<file path="src/rtl/sha_pkg.sv">
// ----------------------------------------------------------------------------
// sha_pkg
// Shared types and constants for the streaming SHA-256 hasher.
// ----------------------------------------------------------------------------
`default_nettype none

package sha_pkg;

  // one input request
  typedef struct packed {
    logic [7:0] data_byte;
    logic       byte_valid;
    logic       last;
  } in_item_t;

  // one digest word
  typedef struct packed {
    logic [31:0] digest_word;
    logic [2:0]  word_index;
    logic        last_word;
  } out_item_t;

  // round constants
  localparam logic [31:0] RoundK [64] = '{
    32'h428a2f98, 32'h71374491, 32'hb5c0fbcf, 32'he9b5dba5,
    32'h3956c25b, 32'h59f111f1, 32'h923f82a4, 32'hab1c5ed5,
    32'hd807aa98, 32'h12835b01, 32'h243185be, 32'h550c7dc3,
    32'h72be5d74, 32'h80deb1fe, 32'h9bdc06a7, 32'hc19bf174,
    32'he49b69c1, 32'hefbe4786, 32'h0fc19dc6, 32'h240ca1cc,
    32'h2de92c6f, 32'h4a7484aa, 32'h5cb0a9dc, 32'h76f988da,
    32'h983e5152, 32'ha831c66d, 32'hb00327c8, 32'hbf597fc7,
    32'hc6e00bf3, 32'hd5a79147, 32'h06ca6351, 32'h14292967,
    32'h27b70a85, 32'h2e1b2138, 32'h4d2c6dfc, 32'h53380d13,
    32'h650a7354, 32'h766a0abb, 32'h81c2c92e, 32'h92722c85,
    32'ha2bfe8a1, 32'ha81a664b, 32'hc24b8b70, 32'hc76c51a3,
    32'hd192e819, 32'hd6990624, 32'hf40e3585, 32'h106aa070,
    32'h19a4c116, 32'h1e376c08, 32'h2748774c, 32'h34b0bcb5,
    32'h391c0cb3, 32'h4ed8aa4a, 32'h5b9cca4f, 32'h682e6ff3,
    32'h748f82ee, 32'h78a5636f, 32'h84c87814, 32'h8cc70208,
    32'h90befffa, 32'ha4506ceb, 32'hbef9a3f7, 32'hc67178f2
  };

  // initial chaining values
  localparam logic [31:0] InitH [8] = '{
    32'h6a09e667, 32'hbb67ae85, 32'h3c6ef372, 32'ha54ff53a,
    32'h510e527f, 32'h9b05688c, 32'h1f83d9ab, 32'h5be0cd19
  };

  localparam logic [7:0] PadByte  = 8'h80;
  localparam int unsigned LenStart = 56;

  function automatic logic [31:0] rotr(logic [31:0] x, int unsigned n);
    rotr = (x >> n) | (x << (32 - n));
  endfunction

endpackage

`default_nettype wire

</file>
<file path="src/rtl/sha256_stream_hash.sv">
// ----------------------------------------------------------------------------
// sha256_stream_hash
// Streaming SHA-256 hasher with queue-style ports on both sides.
// ----------------------------------------------------------------------------
// Bytes are taken one per cycle into a small queue while the core appends
// them to a 64-byte block. Every 64th byte starts the compression: one round
// per cycle from a single shared round unit, during which the queue fills and
// then full rises. A last request pads, spilling into a second block when the
// length does not fit, compresses one or two more blocks and then offers the
// eight digest words; all state returns to the initial hash values after the
// eighth word is popped.
`default_nettype none

module sha256_stream_hash
  import sha_pkg::*;
#(
  parameter int unsigned QueueDepth = 4
) (
  input  wire logic      clk_i,
  input  wire logic      rst_ni,
  input  wire logic      push_i,
  output logic           full_o,
  input  wire in_item_t  in_item_i,
  output logic           empty_o,
  input  wire logic      pop_i,
  output out_item_t      out_item_o
);

  logic     f_push, q_full, q_empty, q_pop;
  in_item_t f_item, q_item;

  sha_front u_front (
    .clk_i, .rst_ni, .push_i, .full_o, .in_item_i,
    .q_push_o(f_push), .q_full_i(q_full), .q_item_o(f_item)
  );

  sha_queue #(.Depth(QueueDepth)) u_queue (
    .clk_i, .rst_ni,
    .push_i(f_push), .full_o(q_full), .item_i(f_item),
    .pop_i(q_pop), .empty_o(q_empty), .item_o(q_item)
  );

  sha_core u_core (
    .clk_i, .rst_ni,
    .q_empty_i(q_empty), .q_pop_o(q_pop), .q_item_i(q_item),
    .empty_o, .pop_i, .out_item_o
  );

endmodule

`default_nettype wire

</file>
<file path="src/rtl/sha_front.sv">
// ----------------------------------------------------------------------------
// sha_front
// Front end: takes input requests and drops idle ones before the queue.
// ----------------------------------------------------------------------------
`default_nettype none

module sha_front
  import sha_pkg::*;
(
  input  wire logic     clk_i,
  input  wire logic     rst_ni,
  input  wire logic     push_i,
  output logic          full_o,
  input  wire in_item_t in_item_i,
  // queue side
  output logic          q_push_o,
  input  wire logic     q_full_i,
  output in_item_t      q_item_o
);

  logic     vld_q;
  in_item_t item_q;
  logic     take;

  assign take     = vld_q && !q_full_i;
  assign full_o   = vld_q && !take;
  assign q_push_o = take;
  assign q_item_o = item_q;

  // staging register, keeps only requests that do something
  always_ff @(posedge clk_i or negedge rst_ni) begin
    if (!rst_ni) begin
      vld_q <= 1'b0;
    end else if (push_i && !full_o) begin
      vld_q <= in_item_i.byte_valid || in_item_i.last;
    end else if (take) begin
      vld_q <= 1'b0;
    end
  end

  always_ff @(posedge clk_i) begin
    if (push_i && !full_o) begin
      item_q <= in_item_i;
    end
  end

endmodule

`default_nettype wire

</file>
<file path="src/rtl/sha_queue.sv">
// ----------------------------------------------------------------------------
// sha_queue
// Small request queue between the front end and the hashing core.
// ----------------------------------------------------------------------------
`default_nettype none

module sha_queue
  import sha_pkg::*;
#(
  parameter int unsigned Depth = 4
) (
  input  wire logic     clk_i,
  input  wire logic     rst_ni,
  input  wire logic     push_i,
  output logic          full_o,
  input  wire in_item_t item_i,
  input  wire logic     pop_i,
  output logic          empty_o,
  output in_item_t      item_o
);

  localparam int unsigned Aw = (Depth > 1) ? $clog2(Depth) : 1;

  in_item_t        mem_q [Depth];
  logic [Aw-1:0]   wr_q, rd_q;
  logic [Aw:0]     cnt_q;
  logic            do_push, do_pop;

  assign full_o  = (cnt_q == (Aw+1)'(Depth));
  assign empty_o = (cnt_q == '0);
  assign do_push = push_i && !full_o;
  assign do_pop  = pop_i && !empty_o;
  assign item_o  = mem_q[rd_q];

  // pointers and count
  always_ff @(posedge clk_i or negedge rst_ni) begin
    if (!rst_ni) begin
      wr_q  <= '0;
      rd_q  <= '0;
      cnt_q <= '0;
    end else begin
      if (do_push) begin
        wr_q <= (wr_q == Aw'(Depth - 1)) ? '0 : wr_q + 1'b1;
      end
      if (do_pop) begin
        rd_q <= (rd_q == Aw'(Depth - 1)) ? '0 : rd_q + 1'b1;
      end
      cnt_q <= cnt_q + (Aw+1)'(do_push) - (Aw+1)'(do_pop);
    end
  end

  always_ff @(posedge clk_i) begin
    if (do_push) begin
      mem_q[wr_q] <= item_i;
    end
  end

endmodule

`default_nettype wire

</file>
<file path="src/rtl/sha_core.sv">
// ----------------------------------------------------------------------------
// sha_core
// Back end: block buffer, padding, 64-round compression and digest output.
// ----------------------------------------------------------------------------
`default_nettype none

module sha_core
  import sha_pkg::*;
(
  input  wire logic      clk_i,
  input  wire logic      rst_ni,
  input  wire logic      q_empty_i,
  output logic           q_pop_o,
  input  wire in_item_t  q_item_i,
  output logic           empty_o,
  input  wire logic      pop_i,
  output out_item_t      out_item_o
);

  typedef enum logic [5:0] {
    StIdle  = 6'b000001,
    StPad   = 6'b000010,
    StLen   = 6'b000100,
    StRound = 6'b001000,
    StAdd   = 6'b010000,
    StOut   = 6'b100000
  } state_e;

  state_e        state_q, state_d;
  logic [31:0]   h_q [8];
  logic [31:0]   v_q [8];
  logic [31:0]   w_q [16];
  logic [5:0]    fill_q;
  logic [63:0]   bits_q;
  logic [5:0]    rnd_q;
  logic [2:0]    oidx_q;
  logic          fin_q;     // finishing a message
  logic          lenblk_q;  // current compression is the final one
  logic          pad_q;     // pad byte not yet placed

  // byte write into the block buffer, kept as 16 big-endian words
  logic          wr_en;
  logic [5:0]    wr_addr;
  logic [7:0]    wr_byte;

  // message schedule and round datapath
  logic [31:0]   s0, s1, w_new, w_cur;
  logic [31:0]   t1, t2;

  assign w_cur = w_q[0];
  assign s0 = rotr(w_q[1], 7) ^ rotr(w_q[1], 18) ^ (w_q[1] >> 3);
  assign s1 = rotr(w_q[14], 17) ^ rotr(w_q[14], 19) ^ (w_q[14] >> 10);
  assign w_new = w_q[0] + s0 + w_q[9] + s1;
  assign t1 = v_q[7] + (rotr(v_q[4], 6) ^ rotr(v_q[4], 11) ^ rotr(v_q[4], 25))
            + ((v_q[4] & v_q[5]) ^ (~v_q[4] & v_q[6])) + RoundK[rnd_q] + w_cur;
  assign t2 = (rotr(v_q[0], 2) ^ rotr(v_q[0], 13) ^ rotr(v_q[0], 22))
            + ((v_q[0] & v_q[1]) ^ (v_q[0] & v_q[2]) ^ (v_q[1] & v_q[2]));

  assign q_pop_o = (state_q == StIdle) && !q_empty_i;
  assign empty_o = (state_q != StOut);
  assign out_item_o.digest_word = h_q[oidx_q];
  assign out_item_o.word_index  = oidx_q;
  assign out_item_o.last_word   = (oidx_q == 3'd7);

  // byte write source
  always_comb begin
    wr_en   = 1'b0;
    wr_addr = fill_q;
    wr_byte = q_item_i.data_byte;
    unique case (state_q)
      StIdle: wr_en = q_pop_o && q_item_i.byte_valid;
      StPad: begin
        wr_en   = 1'b1;
        wr_byte = pad_q ? PadByte : 8'h00;
      end
      StLen: begin
        wr_en   = 1'b1;
        wr_byte = bits_q[8*(63 - fill_q) +: 8];
      end
      default: wr_en = 1'b0;
    endcase
  end

  // sequencer
  always_comb begin
    state_d = state_q;
    unique case (state_q)
      StIdle: begin
        if (q_pop_o) begin
          if (q_item_i.byte_valid && fill_q == 6'd63) state_d = StRound;
          else if (q_item_i.last) state_d = StPad;
        end
      end
      StPad: begin
        if (fill_q == 6'd63) state_d = StRound;
        else if (fill_q == 6'(LenStart - 1)) state_d = StLen;
      end
      StLen:   if (fill_q == 6'd63) state_d = StRound;
      StRound: if (rnd_q == 6'd63) state_d = StAdd;
      StAdd: begin
        if (lenblk_q) state_d = StOut;
        else if (fin_q) state_d = StPad;
        else state_d = StIdle;
      end
      StOut:   if (pop_i && oidx_q == 3'd7) state_d = StIdle;
      default: state_d = StIdle;
    endcase
  end

  always_ff @(posedge clk_i or negedge rst_ni) begin
    if (!rst_ni) begin
      state_q  <= StIdle;
      fill_q   <= '0;
      bits_q   <= '0;
      rnd_q    <= '0;
      oidx_q   <= '0;
      fin_q    <= 1'b0;
      lenblk_q <= 1'b0;
      pad_q    <= 1'b0;
      for (int i = 0; i < 8; i++) h_q[i] <= InitH[i];
    end else begin
      state_q <= state_d;
      if (wr_en) fill_q <= fill_q + 6'd1;
      unique case (state_q)
        StIdle: begin
          if (q_pop_o) begin
            if (q_item_i.byte_valid) bits_q <= bits_q + 64'd8;
            fin_q    <= q_item_i.last;
            pad_q    <= 1'b1;
            lenblk_q <= 1'b0;
          end
          rnd_q <= '0;
        end
        StPad: begin
          pad_q <= 1'b0;
          if (fill_q == 6'(LenStart - 1)) lenblk_q <= 1'b1;
        end
        StRound: rnd_q <= rnd_q + 6'd1;
        StAdd: begin
          for (int i = 0; i < 8; i++) h_q[i] <= h_q[i] + v_q[i];
          rnd_q <= '0;
        end
        StOut: begin
          if (pop_i) begin
            oidx_q <= oidx_q + 3'd1;
            if (oidx_q == 3'd7) begin
              for (int i = 0; i < 8; i++) h_q[i] <= InitH[i];
              bits_q <= '0;
              fin_q  <= 1'b0;
            end
          end
        end
        default: ;
      endcase
    end
  end

  // working variables and schedule window
  always_ff @(posedge clk_i) begin
    if (wr_en) begin
      w_q[wr_addr[5:2]][8*(3 - wr_addr[1:0]) +: 8] <= wr_byte;
    end
    if (state_q != StRound && state_d == StRound) begin
      for (int i = 0; i < 8; i++) v_q[i] <= h_q[i];
    end
    if (state_q == StRound) begin
      for (int i = 0; i < 15; i++) w_q[i] <= w_q[i+1];
      w_q[15] <= w_new;
      v_q[7] <= v_q[6];
      v_q[6] <= v_q[5];
      v_q[5] <= v_q[4];
      v_q[4] <= v_q[3] + t1;
      v_q[3] <= v_q[2];
      v_q[2] <= v_q[1];
      v_q[1] <= v_q[0];
      v_q[0] <= t1 + t2;
    end
  end

endmodule

`default_nettype wire

</file>
<file path="config.mk">
export PLATFORM = sky130hd
export DESIGN_NAME = sha256_stream_hash
export DESIGN_NICKNAME = d
export VERILOG_FILES = /design/src/rtl/sha_pkg.sv /design/src/rtl/sha256_stream_hash.sv /design/src/rtl/sha_front.sv /design/src/rtl/sha_queue.sv /design/src/rtl/sha_core.sv
export SDC_FILE = /design/constraint.sdc
export NUM_CORES = 2
export LEC_CHECK = 0
export ABC_CLOCK_PERIOD_IN_PS = 29700
export BUFFER_PORTS_ARGS = -buffer_cell sky130_fd_sc_hd__buf_2
export CORE_MARGIN = 8
export CORE_UTILIZATION = 50
export DETAILED_ROUTE_END_ITERATION = 10
export PLACE_DENSITY = 0.76
export REMOVE_ABC_BUFFERS = 1
export SETUP_SLACK_MARGIN = 0.05
export SLEW_MARGIN = 20
export SYNTH_ARGS = -nofsm -noshare
export SYNTH_HDL_FRONTEND = slang
export SYNTH_SLANG_ARGS = --single-unit
</file>
<file path="constraint.sdc">
create_clock -name clk_i -period 29.7 [get_ports clk_i]
set_input_delay 2.97 -clock clk_i [delete_from_list [all_inputs] [get_ports clk_i]]
set_output_delay 2.97 -clock clk_i [all_outputs]
set_load 0.1 [all_outputs]
</file>
==> reports/qor.csv <==
stage,metric,value,unit
yosys,synth_area_leaders,"edfxtp_1 (32%), dfrtp_1 (6.9%), ha_1 (6.6%)",
sta,drv_slew,0,
route,routed_wl,242,mm
yosys,synth_area,76700,µm²
power_and_ir_drop,total_power,0.00490,W
worst_setup_path,timing.rr.start,u_core.rnd_q[1],
cells_and_area,utilization,0.548,
sta,worst_slew_pin_slew,1.27,ns
floorplanning,core_area,152000,µm²
run,drv_cap,0,
clocking,clk_latency,0.80,ns
cells_and_area,seq_area,33500,µm²
yosys,netlist_instances,7448,
worst_hold_path,holdCritPathClass,register to register,
sta,skew,0.0425,ns
sta,period_share,0.372,
place,hpwl,174,mm
sta,hold_viol,0,
clocking,cts.reportedPaths.clkPinSlew,0.06,ns
clocking,cts_hold_buf,0,
power_and_ir_drop,power_leakage,37.1,nW
yosys,ys_seq_area_frac,0.436,
global_routing,grt_max_degree,243,
clocking,htreeDepth,4,
sta,finalSetupTns,0,ns
outcome,outcome,"finished, final reports clean",
power_and_ir_drop,power_per_cell_area,58.8,nW/µm²
route,drc,0,
clocking,cts.path.max_buffers,3,
power_and_ir_drop,peakVddDrop,62.3,µV
yosys,synth_area_per_cell,10.3,µm²
sta,relSlewSlack,0.155,
route,drtIter0Drc,7127,
sta,finalCriticalPeriod,11.04,ns
worst_setup_path,reg2reg_depth,36,
route,drt_pass1_iterations,6,
worst_setup_path,path_class,register to register,
worst_setup_path,r2r-end,u_core.v_q[0][28],
yosys,ys_types,110,
worst_setup_path,worstPathRequired,30.17,ns
yosys,yosysTopAreaCell,edfxtp_1,
sta,max_freq,0.0906,GHz
place,port_buffers,51,
worst_setup_path,max_stage_delay,0.92,ns
yosys,synth_async_sr_flop_share,0.299,
floorplanning,die_w,408,µm
worst_hold_path,min-delay-start,u_front.q_item_o[7],
clocking,cts_resized,0,
worst_hold_path,hold_end,u_queue.mem_q[0][7],
global_routing,antenna_found_initial,6,
route,avgRoutedWirePerCell,25.5,µm
yosys,yosys.area.top_type_share,0.320,
global_routing,grt_overflow,0,
floorplanning,num_rows,143,
cells_and_area,fillers,12900,
clocking,cts-root-buf,clkbuf_16,
cells_and_area,syn_to_final_growth,8.75,%
yosys,synth-edff-count,818,
sta,finalSetupViolCount,0,
global_routing,grt_pass1_wl,365,mm
yosys,synth_ff_type,edfxtp_1,
clocking,clock-sinks,1167,
route,vias_per_cell,6.29,
clocking,cts_buffers,133,
cells_and_area,multiInputGateArea,40600,µm²
worst_setup_path,crit_slowest_cell,ha_1,
floorplanning,initial_core_util,0.504,
clocking,postCtsSetupRepairBufs,0,
route,ant_nets,0,
worst_setup_path,arrival,11.50,ns
global_routing,grt_pass1_vias,58400,
floorplanning,dieArea,166000,µm²
floorplanning,die_h,408,µm
worst_setup_path,crit_fanout,20,
sta,hold-worst-slack,0.502,ns
global_routing,grtUsageTotal,0.281,
yosys,synth-seq-cells,1167,
place,place_congestion,0.991,
floorplanning,io_pins,52,
route,vias,59700,
cells_and_area,drive_above_1_share,0.0951,
worst_hold_path,holdPathStages,0,
worst_setup_path,worstSetupStartpointType,register,
yosys,yosysWarnings,0,
sta,rsz0062_at_grt,no,
cells_and_area,final_nets,7956,
worst_setup_path,ff2ff_setup_slack,18.66,ns
clocking,cts_tree,done,
worst_setup_path,cp-end-kind,register,
[state kept, by name (all words and copies together), names as in the netlist, 3 cells and up]
name and flops:
u_core.v_q 256, u_core.fill_q 6, u_queue.cnt_q 3, u_core.h_q 256, u_front.q_item_o 10, u_core.w_q 512, u_queue.mem_q 40, u_core.bits_q 61
u_core.rnd_q 6, u_core.state_q 6, u_core.oidx_q 3
[critical path, delay by kind of cell (launching register included)]
kind                       cells  cell delay, ns
xor gates and xnor gates       2            0.38
and+or+nand+nor                5            1.02
AOI/OAI and AO/OA             17            3.67
buffers and inverters          4            0.80
adders and majority gates      8            3.99
DFF                            1            0.82
[metrics by stage]
stage | instance area (µm²) | instances | setup slack, ns
detailed placement | 78900 | 9236 | 18.92
finish | 83400 | 9483 | 18.66
global placement | 78900 | 9236 | 19.15
CTS | 83400 | 9482 | 18.88
global route | 83400 | 9482 | 18.02
floorplan | 75200 | 7052 | -16.73
[cell families after synthesis]
logic type / count (synthesis) / share of synthesized area
flip-flops: 1167 / 0.436
XOR/XNOR: 617 / 0.0705
adder cells (fa/ha/maj): 622 / 0.120
AND/OR/NAND/NOR: 1991 / 0.115
buffers and inverters: 717 / 0.0354
AO/OA/AOI/OAI: 2157 / 0.183
multiplexers: 177 / 0.0388
[how the worst max path moves through the flow]
stage / from / end / slack, ns / cells past startpoint
finish: u_core.rnd_q[1] / u_core.v_q[0][28] / 18.66 / 36
global route: u_core.rnd_q[1] / u_core.v_q[0][28] / 18.02 / 36
CTS: u_core.rnd_q[1] / u_core.v_q[0][28] / 18.88 / 36
detailed placement: u_core.rnd_q[1] / u_core.v_q[0][31] / 18.92 / 35
global placement: u_core.rnd_q[1] / u_core.v_q[0][28] / 19.15 / 36
floorplan: u_core.state_q[4] / u_core.v_q[0][0] / -16.73 / 3
[layout make-up]
type	count	area share
diodes	1	0.0000300
clock buffers	184	0.0439
clock inverters	62	0.00960
inverters	321	0.0144
multi-input cells	5564	0.486
flip-flops and latches	1167	0.401
well taps	2030	0.0305
repair buffers	154	0.0135
[placed cells by master (no fill, tap or decap), types with 41 or more instances in the layout]
cell type  netlist  final
mux2_2          55     55
a21oi_1        457    456
nand2b_1        61     61
xor2_1         230    230
a31oi_1         45     45
xnor2_1        387    387
o21ai_0        491    451
dfstp_2        137    137
buf_4            0     95
inv_1          317    317
o21bai_1        53     53
ha_1           405    405
nor3_1          88     88
nor2_1         455    450
or3_1           41     41
nand3_1        116    115
a211oi_1        58     58
buf_2           21     50
o21a_1          63     63
nor2b_1         52     52
edfxtp_1       818    818
fa_1           196    196
dfrtp_1        212    205
o21ai_1         17     56
mux4_2          91     91
and3_1          47     45
a21o_1         646    645
clkbuf_16        0    136
nand2_1        972    972
[layer usage]
metal	GRT usage	part of all wire	up-vias
li1	-	-	26500
met1	0.372	0.39	29400
met2	0.447	0.46	3084
met3	0.0544	0.095	634
met4	0.135	0.056	4
met5	0	0.00011	-
[Yosys cell counts (137+ instances only)]
cell type,number
nand2_1,972
edfxtp_1,818
a21o_1,646
o21ai_0,491
a21oi_1,457
nor2_1,455
ha_1,405
xnor2_1,387
clkbuf_1,329
inv_1,317
xor2_1,230
dfrtp_1,212
fa_1,196
dfstp_2,137
[power by group]
group          switching [W]  internal, W  leakage (nW)
Combinational       0.000751     0.000509          23.5
Sequential         0.0000660      0.00189          11.5
Clock               0.000725     0.000966          2.15
(Power assumes the default switching activity.)
